--- src/rtl/core/doppler_gain_pitch_defines.svh ---
// assertion helpers for the doppler gain / pitch top module
`ifndef DOPPLER_GAIN_PITCH_DEFINES_SVH
`define DOPPLER_GAIN_PITCH_DEFINES_SVH

// antecedent implies consequent in the same cycle, checked outside reset
`define DGP_ASSERT_IMPLY(label, clk, rst, ante, cons) \
   label: assert property (@(posedge clk) disable iff (rst) (ante) |-> (cons)) \
      else $error("dgp check failed");

// condition that must hold in the cycle after reset is seen
`define DGP_ASSERT_AFTER_RESET(label, clk, rst, cons) \
   label: assert property (@(posedge clk) (rst) |=> (cons)) \
      else $error("dgp reset check failed");

`endif

--- src/rtl/core/dgp_sqrt_cell.sv ---
`default_nettype none
// one root bit per cell, radicand consumed two bits at a time
module dgp_sqrt_cell #(
   parameter int XW = 50,
   parameter int SW = 47
) (
   input  logic            clock,
   input  logic            en,
   input  logic [XW-1:0]   x_in,
   input  logic [XW/2:0]   rem_in,
   input  logic [XW/2-1:0] root_in,
   input  logic [SW-1:0]   side_in,
   output logic [XW-1:0]   x_out,
   output logic [XW/2:0]   rem_out,
   output logic [XW/2-1:0] root_out,
   output logic [SW-1:0]   side_out
);
   localparam int RW = XW / 2;

   logic [XW-1:0] x_ff;
   logic [RW:0]   rem_ff, rem_in_nx;
   logic [RW-1:0] root_ff, root_in_nx;
   logic [SW-1:0] side_ff;
   logic [RW+2:0] cand, trial;
   logic [RW+2:0] diff;

   always_comb begin
      cand  = {rem_in, x_in[XW-1:XW-2]};
      trial = {1'b0, root_in, 2'b01};
      diff  = cand - trial;
      if (cand >= trial) begin
         rem_in_nx  = diff[RW:0];
         root_in_nx = {root_in[RW-2:0], 1'b1};
      end else begin
         rem_in_nx  = cand[RW:0];
         root_in_nx = {root_in[RW-2:0], 1'b0};
      end
   end

   always_ff @(posedge clock) begin
      if (en) begin
         x_ff    <= {x_in[XW-3:0], 2'b00};
         rem_ff  <= rem_in_nx;
         root_ff <= root_in_nx;
         side_ff <= side_in;
      end
   end

   assign x_out    = x_ff;
   assign rem_out  = rem_ff;
   assign root_out = root_ff;
   assign side_out = side_ff;
endmodule
`default_nettype wire

--- config.mk ---
export PLATFORM = sky130hd
export DESIGN_NAME = dgp_sqrt_cell
export DESIGN_NICKNAME = d
export VERILOG_FILES = /design/src/rtl/core/doppler_gain_pitch_defines.svh /design/src/rtl/core/dgp_sqrt_cell.sv
export SDC_FILE = /design/constraint.sdc
export NUM_CORES = 1
export LEC_CHECK = 0
export BUFFER_PORTS_ARGS = -buffer_cell sky130_fd_sc_hd__buf_2
export CORE_MARGIN = 10
export CORE_UTILIZATION = 45
export DETAILED_ROUTE_END_ITERATION = 8
export GPL_TIMING_DRIVEN = 1
export PLACE_DENSITY = 0.78
export SYNTH_ARGS = -nofsm -noshare
export SYNTH_HDL_FRONTEND = slang
export SYNTH_SLANG_ARGS = --single-unit
--- constraint.sdc ---
create_clock -name clock -period 4 [get_ports clock]
set_clock_uncertainty 0.1 [all_clocks]
set_input_delay 0.2 -clock clock [delete_from_list [all_inputs] [get_ports clock]]
set_output_delay 0.2 -clock clock [all_outputs]
set_load 0.01 [all_outputs]
# After elaboration in Yosys (flattened, before gate mapping)
# Cells that the tools add are included.
totals:
  in_bits: 150
  mem_count: 0
  wordCells: 8
  mem_bits_ro: 0
  output_inout_bits: 148
  reg_bits: 146
  latchBits: 0
  mem_bits_rw: 0
classes:
  shift: 0
  n_reduce_logical: 0
  mux: 2
  bitwise_logic: 0
  n_div: 0
  eq_ne: 0
  mul: 0
  n_lt_le_gt_ge: 1
  add_sub_neg: 1
op_table:
  columns: ["cell", "n"]
  rows:
  - ["$ge 28x27->1", 1]
  - ["$mux 26", 1]
  - ["$sub 26x26->26", 1]
  - ["$mux 1", 1]

# Longest topological paths before layout
# Gate-level depths: netlist of the first run.
logic_depth:
  ltp_word: 2
  mapped_depth: 12
  depth_no_buf: 11

# Worst setup path after synthesis of the first run
# Ideal clock, no wire load.
synth_timing:
  path_type: "input port to flip-flop"
  startpoint: "input root_in[0]"
  endpoint: "register rem_ff[19] (netlist: rem_out[19]) (data pin)"
  arrival_ns: 2.620
  slack_ns: 1.020
  setup_ns: 0.260
  t_required_ns: 3.640
  path_stages: 12
  n_path_buf: 1
  cell_sequence: "inv_1 -> ha_1 -> nor2b_1 -> o21ai_0 -> nand2b_1 -> a21oi_2 -> o21ai_1 -> a211oi_2 -> a21oi_1 -> a41oi_4 -> buf_4 -> mux2_2"
synth_via:
  elab_chain_len: 2
  word_cells_on_any_way: 3
  cone_classes: "add/sub (1); order compare (1); mux (1)"
synth_lines:
  columns: ["element", "line_no", "rtl"]
  rows:
  - ["start: declaration", "dgp_sqrt_cell.sv:11", "input logic [XW/2-1:0] root_in,"]
  - ["$sub 26x26->26 or $ge 28x27->1 (tied branches)", "dgp_sqrt_cell.sv:30, dgp_sqrt_cell.sv:31", null]
  - ["$mux 26 *", "dgp_sqrt_cell.sv:31", "if (cand >= trial) begin"]
  - ["via rem_in_nx[19]", "dgp_sqrt_cell.sv:21", "logic [RW:0] rem_ff, rem_in_nx;"]
  - ["end signal: assignment", "dgp_sqrt_cell.sv:43", "rem_ff <= rem_in_nx;"]
  - ["end: declaration", "dgp_sqrt_cell.sv:21", null]
# Mark *: on every way through the listed nets, which the timed path passes. The rest lies on a longest branch.
# A chain may end at the register's enable or synchronous reset.

# Final worst setup path of the first run
layout_timing:
  startpoint: "input rem_in[0]"
  endpoint: "register rem_ff[9] (netlist: rem_out[9]) (data pin)"
layout_via:
  elab_chain_len: 2
  word_cells_on_any_way: 3
  cone_classes: "add/sub (1); order compare (1); mux (1)"
layout_lines:
  columns: ["element", "line_no", "rtl"]
  rows:
  - ["start: declaration", "dgp_sqrt_cell.sv:10", "input logic [XW/2:0] rem_in,"]
  - ["$sub 26x26->26 or $ge 28x27->1 (tied branches)", "dgp_sqrt_cell.sv:30, dgp_sqrt_cell.sv:31", null]
  - ["$mux 26 *", "dgp_sqrt_cell.sv:31", null]
  - ["via rem_in_nx[9]", "dgp_sqrt_cell.sv:21", null]
# Marked as above.

==> results of run 1 <==
==> report_power, final <==
group	switching, mW	internal, mW
Combinational	0.407	0.375
Clock	0.665	0.811
Sequential	0.0464	1.86
==> cells in the final DEF (no fill, tap or decap), types with 4 or more instances in the layout <==
cell | Yosys | routed
nand3_1 | 4 | 4
edfxtp_1 | 146 | 146
nand2_1 | 13 | 13
a21oi_1 | 22 | 22
nor3_1 | 5 | 5
nor2b_1 | 4 | 4
xnor2_1 | 13 | 13
clkinvlp_4 | 0 | 6
nor2_1 | 16 | 16
dlygate4sd3_1 | 0 | 134
clkbuf_16 | 0 | 17
o21ai_0 | 10 | 10
buf_4 | 5 | 4
inv_1 | 33 | 33
buf_2 | 1 | 294
xor2_1 | 6 | 6
inv_6 | 0 | 5
mux2_2 | 23 | 23
ha_1 | 27 | 27
a21o_1 | 7 | 7
a2111oi_0 | 4 | 4
==> path summary, 6_finish.rpt <==
kind / to / slack, ns / cells after the start
worst max-delay path: rem_out[9] / 0.60 / 13
worst min-delay path: rem_out[21] / 0.02 / 2
==> cells by family (layout without fill, tap and decap cells) <==
logic type	Yosys count	after routing	synth area share, %
DFF	146	146	71.0
other	1	3	0.0608
muxes	26	26	4.68
and+or+nand+nor	57	57	4.74
adders and majority gates	27	27	5.47
AOI/OAI and AO/OA	72	72	8.55
buffers and inverters	40	498	2.76
xor gates and xnor gates	19	19	2.70
==> routing by layer <==
layer  vias up  track usage [%]
met5         -                0
met4         2             10.1
met3        50             8.80
met2       271             40.9
met1      2447             23.7
li1       2378                -
==> through the flow <==
step | setup WS, ns | hold WS, ns | utilization [%]
finish | 0.600 | 0.0209 | 73.1
global route | 0.295 | 0.0114 | 73.1
CTS | 0.617 | 0.000517 | 73.1
detailed placement | 0.714 | 0.278 | 58.9
global placement | 0.827 | 0.276 | 58.9
floorplan | 1.02 | 0.199 | -
==> flip-flops by register name, indices dropped and copies added (netlist names) <==
signal,cells
x_out,48
side_out,47
rem_out,26
root_out,25
==> cell type report <==
cell class,count,area [sq um],area share [%]
inverters,33,124,1.27
repair buffers,433,2850,29.3
flip-flops and latches,146,4380,44.9
diodes,1,2.50,0.0257
multi-input cells,203,1620,16.6
well taps,176,220,2.26
clock inverters,14,120,1.23
clock buffers,18,429,4.40
==> what timing repair did <==
action                    4_1_cts  5_1_grt
setup buffers                   0        0
hold buffers                  134        0
resized for setup               0        0
hold endpoints to repair      134        0
==> out/results.ini, run 1 <==
[status]
status=complete, no violations

[place]
hpwl_um=15000
placed_area_sq_um=7860
place_inst=857
portBuffers=295
gp_congestion=0.919

[yosys]
ys_async_sr_fraction_pct=0
synth-main-ff-cell=edfxtp_1
yosysTopAreaCellShare_pct=71.0
syn_inst=388
synth_top_area_cell=edfxtp_1
syn_area_sq_um=6170
yosysWarnings=0
synth_common_cells=edfxtp_1 (146), inv_1 (33), ha_1 (27), mux2_2 (23), a21oi_1 (22)
yosys-top-cells-area=edfxtp_1 (71%), ha_1 (5.5%), mux2_2 (4.2%), inv_1 (2.0%), xnor2_1 (1.8%)
ys_ff_latch=146
yosysMostFrequentCell=edfxtp_1
synth.avg_cell_area_sq_um=15.9
ys_types=53
ys_seq_area_share_pct=71.0
synth_edf_count=146

[layout]
drive_above_1_share_pct=43.0
stdcell_count=1024
final_net_count=1011
fillCellCount=845
syn2layout_area_growth_pct=58.1
post-route-cell-area_sq_um=9760

[sta]
maxSlewViolCount=0
finalSetupViolCount=0
rsz0062_at_grt=no
hold_viol_final=0
fin_tns_setup_ns=0
fmax_ghz=0.294
fin_crit_ns=3.40
tightest_slew_ns=0.974
slew_headroom_pct=35.1
min_period_over_period_pct=85.0

[power]
powerDensity_nw_per_um2=427
total_power_mw=4.16
cellLeakagePower_nw=4.26
vdd_drop_max_v=0.000227

[clock_tree]
cts_sinks=146
cts_tree=done
clockBufferDepth=2
cts_root_buffer=clkbuf_16
htreeDepth=4
clk_pin_slew_ns=0.06
cts_buffers=17

[detailed_routing]
final_antenna_net_count=0
dr_wl_met3_um=2050
routed_wl_um=22300
num_vias=5148
routed-wl-met2_um=11600
wl_per_cell_um=21.8
top_layer=met5
drtIter0Drc=312
first_pass_iters=4
via_per_inst=5.03
drcViolationCount=0
wl_met1_um=7930

[die]
initial_core_util_pct=46.2
rows=42
coreArea_sq_um=13300
die_w_um=137
dieHeight_um=137
num_io_pins=298
dieArea_sq_um=18800

[critical_path]
worstSetupEndpointType=register
path_buf_inv=3
arrival_ns=3.46
worstPathCellList=dlygate4sd3_1, buf_2, ha_1, nor2b_1, o21ai_0, nand2b_1, a21oi_2, o21ai_1, a211oi_2, a21oi_1, a41oi_4, buf_4, mux2_2
required_ns=4.06
start_kind=input pin
crit_slowest_cell=dlygate4sd3_1
cp_slowest_stage_delay_ns=0.53
cp_top_family=compound AO/OA/AOI/OAI gates
crit_path_max_fanout=16
crit_path_start=rem_in[0]
path_class=input pin to register

[grt]
antenna_found_initial=1
overflow=0
grt_max_degree=112
grt_pass1_vias=5492
grt_pass1_wl_um=32300
grtUsageTotal_pct=23.1

[run]
maxCapViolCount=0

[min_path]
holdCritPathClass=input pin to register
min_from=rem_in[19]

No activity file was read; power rests on OpenSTA's default activity.
==> inputs of run 2 (changes only) <==
- RECOVER_POWER: not set -> 50
==> run 2 against run 1 <==
Against the previous run: the run now ends with capacitance limit, slew limit left; worst hold slack improved by 0.00085 ns; highest routed layer unchanged; wire length is 0.56% lower; non-clock buffer count did not move; utilization decreased by 0.45 points; sequential share of layout area grew 0.28 points; die area unchanged; count of clock-buffer cells in the layout unchanged; total power is essentially flat; sequential power about the same; final cell count is the same.
==> out/results.ini, run 2 (synthesis results as in run 1) <==
[detailed_routing]
via_per_inst=5.00  ; was 5.03
num_vias=5122  ; was 5,148
first_pass_iters=4  ; unchanged
final_antenna_net_count=0  ; unchanged
drtIter0Drc=356  ; was 312
drcViolationCount=0  ; unchanged
routed_wl_um=22200  ; was 22,300 um
wl_per_cell_um=21.7  ; was 21.8 um

[clock_tree]
post_cts_resized=0  ; unchanged
cts_tree=done  ; unchanged
clk_pin_slew_ns=0.06  ; about the same
htreeDepth=4  ; unchanged
cts_root_buffer=clkbuf_16  ; unchanged
cts_buffers=17  ; unchanged
cts_setup_buffers=0  ; unchanged
clockBufferDepth=2  ; unchanged
cts-hold-fix-buffers=134  ; unchanged
cts_sinks=146  ; unchanged

[die]
num_io_pins=298  ; unchanged
dieArea_sq_um=18800  ; unchanged
die_w_um=137  ; unchanged
rows=42  ; unchanged
coreArea_sq_um=13300  ; unchanged
dieHeight_um=137  ; unchanged
initial_core_util_pct=46.2  ; unchanged

[sta]
min_period_over_period_pct=85.2  ; was 85.0%
slew_headroom_pct=-77.1  ; was 35.1%
fin_crit_ns=3.41  ; was 3.40 ns
tightest_slew_ns=2.66  ; was 0.974 ns
hold_viol_final=0  ; unchanged
fin_tns_setup_ns=0  ; unchanged
maxSlewViolCount=112  ; was 0
rsz0062_at_grt=no  ; unchanged
finalSetupViolCount=0  ; unchanged
fmax_ghz=0.293  ; was 0.294 GHz

[grt]
grt_pass1_wl_um=32300  ; unchanged
grt_pass1_vias=5492  ; unchanged
grt.met2_usage_pct=40.9  ; unchanged
met3_usage_pct=8.80  ; unchanged
antenna_found_initial=1  ; unchanged
overflow=0  ; unchanged
globalRouteMet1Util_pct=23.7  ; unchanged
grt_max_degree=112  ; unchanged
grtUsageTotal_pct=23.1  ; unchanged
top_usage_layer=met2  ; unchanged

[layout]
largest_register_ffs=48  ; unchanged
final_common_cell=buf_2  ; unchanged
fillCellCount=874  ; was 845
drive_above_1_share_pct=37.9  ; was 43.0%
regArea_sq_um=4380  ; unchanged
final_net_count=1011  ; unchanged
multi_input_area_sq_um=1620  ; unchanged
layout_common_cells=buf_2 (251), edfxtp_1 (146), dlygate4sd3_1 (134)  ; was buf_2 (294), edfxtp_1 (146), dlygate4sd3_1 (134)
syn2layout_area_growth_pct=57.1  ; was 58.1%
stdcell_count=1024  ; unchanged

[power]
powerDensity_nw_per_um2=429  ; was 427 nW/um^2
cellLeakagePower_nw=4.13  ; was 4.26 nW
total_power_mw=4.16  ; about the same
vdd_drop_max_v=0.000226  ; was 0.000227 V

[critical_path]
worstSetupEndpointType=register  ; unchanged
arrival_ns=3.47  ; was 3.46 ns
start_kind=input pin  ; unchanged
path_class=input pin to register  ; unchanged
crit_path_max_fanout=16  ; unchanged
crit_path_start=root_in[0]  ; was rem_in[0]
required_ns=4.06  ; about the same

[place]
hpwl_um=15000  ; unchanged
gp_congestion=0.919  ; unchanged
portBuffers=295  ; unchanged
place_inst=857  ; unchanged

[run]
maxCapViolCount=1  ; was 0

[status]
violations=capacitance limit, slew limit
status=complete, but fails checks  ; was complete, no violations

[min_path]
holdCritPathClass=input pin to register  ; unchanged
min_from=rem_in[19]  ; unchanged

## run 2: power by group
part           internal (mW)  switching (mW)
registers               1.86          0.0461
clock network          0.811           0.665
logic                  0.369           0.407
total                   3.04            1.12
## run 2: final timing paths
path	to	slack, ns	cells after the start
worst max-delay path	rem_out[9]	0.59	14
worst min-delay path	rem_out[21]	0.02	2
## run 2: layer usage
metal	routed length [um]	part of all wire, %	up-vias
li1	-	-	2375
met1	7720	35	2430
met2	11600	52	266
met3	2160	9.7	49
met4	721	3.2	2
met5	12	0.054	-
## run 2: through the flow
stage	instance area, sq um	setup WS (ns)	util (%)	hold WS, ns
after floorplan	6180	1.02	-	0.199
after global placement	7860	0.827	58.9	0.276
after detailed placement	7860	0.714	58.9	0.278
after CTS	9750	0.617	73.1	0.000517
after global routing	9690	0.262	72.6	0.0114
final	9700	0.592	72.6	0.0218
## run 2: final cells by class
class                   count  share of cell area (%)
repair buffers            433                    28.8
multi-input cells         203                    16.7
flip-flops and latches    146                    45.2
clock inverters            14                    1.24
well taps                 176                    2.27
clock buffers              18                    4.43
diodes                      1                  0.0258
inverters                  33                    1.28
## run 2: critical path, stage by stage
cell           delay (ns)
dlygate4sd3_1        0.52
clkbuf_1             0.12
inv_1                0.05
ha_1                 0.33
nor2b_1              0.15
o21ai_0              0.13
nand2b_1             0.13
a21oi_2              0.24
o21ai_1              0.21
a211oi_2             0.33
a21oi_1              0.15
a41oi_4              0.24
buf_4                0.28
mux2_2               0.38
==> inputs of run 3 (changes only) <==
- ABC_AREA: not set -> 1
- PLACE_DENSITY: 0.78 -> 0.76
- clock period: 4 -> 4.3 ns (I/O delays scaled with it)
==> run 3 against run 2 <==
Against the previous run: the flow still finishes with violations (capacitance limit, slew limit); cell area is 4.8% higher; count of clock-buffer cells in the layout is 1 lower; flip-flop and latch count stayed put; wire length is 12% higher; clock power is 6% lower; combinational power is 5.7% lower; area after synthesis is 10% higher; non-clock buffer count is 16 lower; setup slack better by 0.47 ns; final cell count is 25% higher; largest cell class unchanged; highest routed layer unchanged.
==> out/results.ini, run 3 <==
[layout]
fillCellCount=1114  ; was 874
drive_above_1_share_pct=25.8  ; was 37.9%
final_net_count=1256  ; was 1,011
layout_common_cells=buf_2 (237), nand2_1 (206), edfxtp_1 (146)  ; was buf_2 (251), edfxtp_1 (146), dlygate4sd3_1 (134)
final_common_cell=buf_2  ; unchanged
largest_register_ffs=48  ; unchanged
syn2layout_area_growth_pct=49.0  ; was 57.1%

[clock_tree]
clockBufferDepth=2  ; unchanged
clk_pin_slew_ns=0.07  ; was 0.06 ns
cts_tree=done  ; unchanged
cts_root_buffer=clkbuf_16  ; unchanged
cts_setup_buffers=0  ; unchanged
post_cts_resized=0  ; unchanged
htreeDepth=4  ; unchanged
cts-hold-fix-buffers=119  ; was 134
cts_sinks=146  ; unchanged
cts_buffers=17  ; unchanged

[yosys]
synth_fa_ha_area_share_pct=4.95  ; was 5.47%
yosys.area_share.simple_pct=18.6  ; was 4.74%
ys_seq_area_share_pct=64.3  ; was 71.0%
ys_ff_latch=146  ; unchanged
synthXorXnorAreaFrac_pct=1.67  ; was 2.70%
synth_edf_count=146  ; unchanged
synth-main-ff-cell=edfxtp_1  ; unchanged
ys_async_sr_fraction_pct=0  ; unchanged
yosysTopAreaCellShare_pct=64.3  ; was 71.0%
synth_top_area_cell=edfxtp_1  ; unchanged
syn_area_sq_um=6820  ; was 6170 sq um
yosys-top-cells-area=edfxtp_1 (64%), nand2_1 (11%), inv_1 (7.0%), ha_1 (5.0%), nand3_1 (2.0%)  ; was edfxtp_1 (71%), ha_1 (5.5%), mux2_2 (4.2%), inv_1 (2.0%), xnor2_1 (1.8%)
synth_common_cells=nand2_1 (206), edfxtp_1 (146), inv_1 (127), nor2_1 (29)  ; was edfxtp_1 (146), inv_1 (33), ha_1 (27), mux2_2 (23), a21oi_1 (22)
yosysWarnings=0  ; unchanged
yosysMostFrequentCell=nand2_1  ; was edfxtp_1
muxShareOfSynthArea_pct=0  ; was 4.68%
syn_inst=652  ; was 388
ys_types=27  ; was 53
synth.avg_cell_area_sq_um=10.5  ; was 15.9 sq um
synth_top_family_by_area=simple AND/OR/NAND/NOR gates  ; was compound AO/OA/AOI/OAI gates
synth_compound_area_share_pct=2.55  ; was 8.55%

[power]
powerDensity_nw_per_um2=382  ; was 429 nW/um^2
total_power_mw=3.88  ; was 4.16 mW
vdd_drop_max_v=0.000268  ; was 0.000226 V
cellLeakagePower_nw=4.88  ; was 4.13 nW

[detailed_routing]
drcViolationCount=0  ; unchanged
wl_per_cell_um=19.5  ; was 21.7 um
via_per_inst=4.85  ; was 5.00
first_pass_iters=4  ; unchanged
num_vias=6205  ; was 5,122
drtIter0Drc=435  ; was 356
routed_wl_um=25000  ; was 22,200 um
final_antenna_net_count=0  ; unchanged

[min_path]
holdCritPathClass=input pin to register  ; unchanged

[grt]
grt_pass1_vias=6478  ; was 5,492
grt_pass1_wl_um=37000  ; was 32,300 um
overflow=0  ; unchanged
grt_max_degree=80  ; was 112
grtUsageTotal_pct=23.8  ; was 23.1%
antenna_found_initial=3  ; was 1

[die]
dieArea_sq_um=20500  ; was 18,800 sq um
num_io_pins=298  ; unchanged
dieHeight_um=143  ; was 137 um
rows=44  ; was 42
initial_core_util_pct=46.4  ; was 46.2%
coreArea_sq_um=14700  ; was 13,300 sq um
die_w_um=143  ; was 137 um

[sta]
tightest_slew_ns=2.05  ; was 2.66 ns
fin_crit_ns=3.24
finalSetupViolCount=0  ; unchanged
hold_viol_final=0  ; unchanged
timing.final.ws_setup_ns=1.06  ; was 0.592 ns
fmax_ghz=0.309
min_period_over_period_pct=75.3
slew_headroom_pct=-36.5  ; was -77.1%
maxSlewViolCount=80  ; was 112
rsz0062_at_grt=no  ; unchanged
fin_tns_setup_ns=0  ; unchanged

[critical_path]
arrival_ns=3.36  ; was 3.47 ns
crit_path_max_fanout=39  ; was 16
start_kind=input pin  ; unchanged
worstSetupEndpointType=register  ; unchanged
required_ns=4.42  ; was 4.06 ns
path_class=input pin to register  ; unchanged

[place]
hpwl_um=17100  ; was 15,000 um
pre_cts_ws_ns=1.24  ; was 0.714 ns
portBuffers=295  ; unchanged
gp_congestion=0.944  ; was 0.919

[status]
status=complete, but fails checks  ; unchanged
violations=capacitance limit, slew limit  ; unchanged

[run]
maxCapViolCount=1  ; unchanged

-- run 3: power by group --
part	switching [mW]	internal, mW	total [mW]	leakage (nW)
clock	0.636	0.751	1.39	0.255
sequential	0.0400	1.72	1.76	1.43
combinational	0.432	0.300	0.732	3.20
-- run 3: final cells by class --
| class | instances | area (sq um) | share of cell area [%] |
|---|---|---|---|
| Antenna cell | 3 | 7.51 | 0.0739 |
| Clock buffer | 17 | 425 | 4.19 |
| Clock inverter | 15 | 119 | 1.17 |
| Inverter | 127 | 477 | 4.69 |
| Multi-Input combinational cell | 370 | 1900 | 18.7 |
| Sequential cell | 146 | 4380 | 43.1 |
| Tap cell | 184 | 230 | 2.27 |
| Timing Repair Buffer | 417 | 2620 | 25.8 |
-- run 3: routing by layer --
metal  wire [um]  global-route usage, %  share of wire [%]
met1        8980                   25.4                 36
met2       12800                   42.3                 51
met3        2410                   8.16                9.7
met5          13                      0              0.052
met4         741                   9.28                3.0
-- run 3: kinds of logic (layout without fill, tap and decap cells) --
kind of cell | Yosys count | after routing
adder cells (fa/ha/maj) | 27 | 27
AO/OA/AOI/OAI | 31 | 31
flip-flops | 146 | 146
other | 1 | 5
buffers and inverters | 137 | 576
XOR/XNOR | 13 | 13
AND/OR/NAND/NOR | 297 | 297
-- run 3: worst max-delay path, cell delays in order --
cell and delay [ns]:
dlygate4sd3_1 0.55, clkbuf_1 0.17, inv_1 0.08, ha_1 0.33, nand2_1 0.20, inv_1 0.08, nand2_1 0.07, nand2_1 0.06
inv_1 0.07, nand3_2 0.14, nand2_2 0.32, nand3_2 0.63, o21ai_0 0.43
-- run 3: final timing paths --
path | from | end | slack, ns | cells after the start
max | root_in[9] | rem_out[12] | 1.06 | 13
min | rem_in[13] | rem_out[15] | 0.03 | 3
-- run 3: metrics by stage --
stage               instance area [sq um]  util (%)  instances  hold WS, ns
floorplan                            6820         -        653        0.214
global placement                     8490      57.8       1125        0.291
detailed placement                   8490      57.8       1125        0.293
CTS                                 10200      69.6       1276       0.0112
global route                        10200      69.1       1278       0.0424
finish                              10200      69.1       1279       0.0341
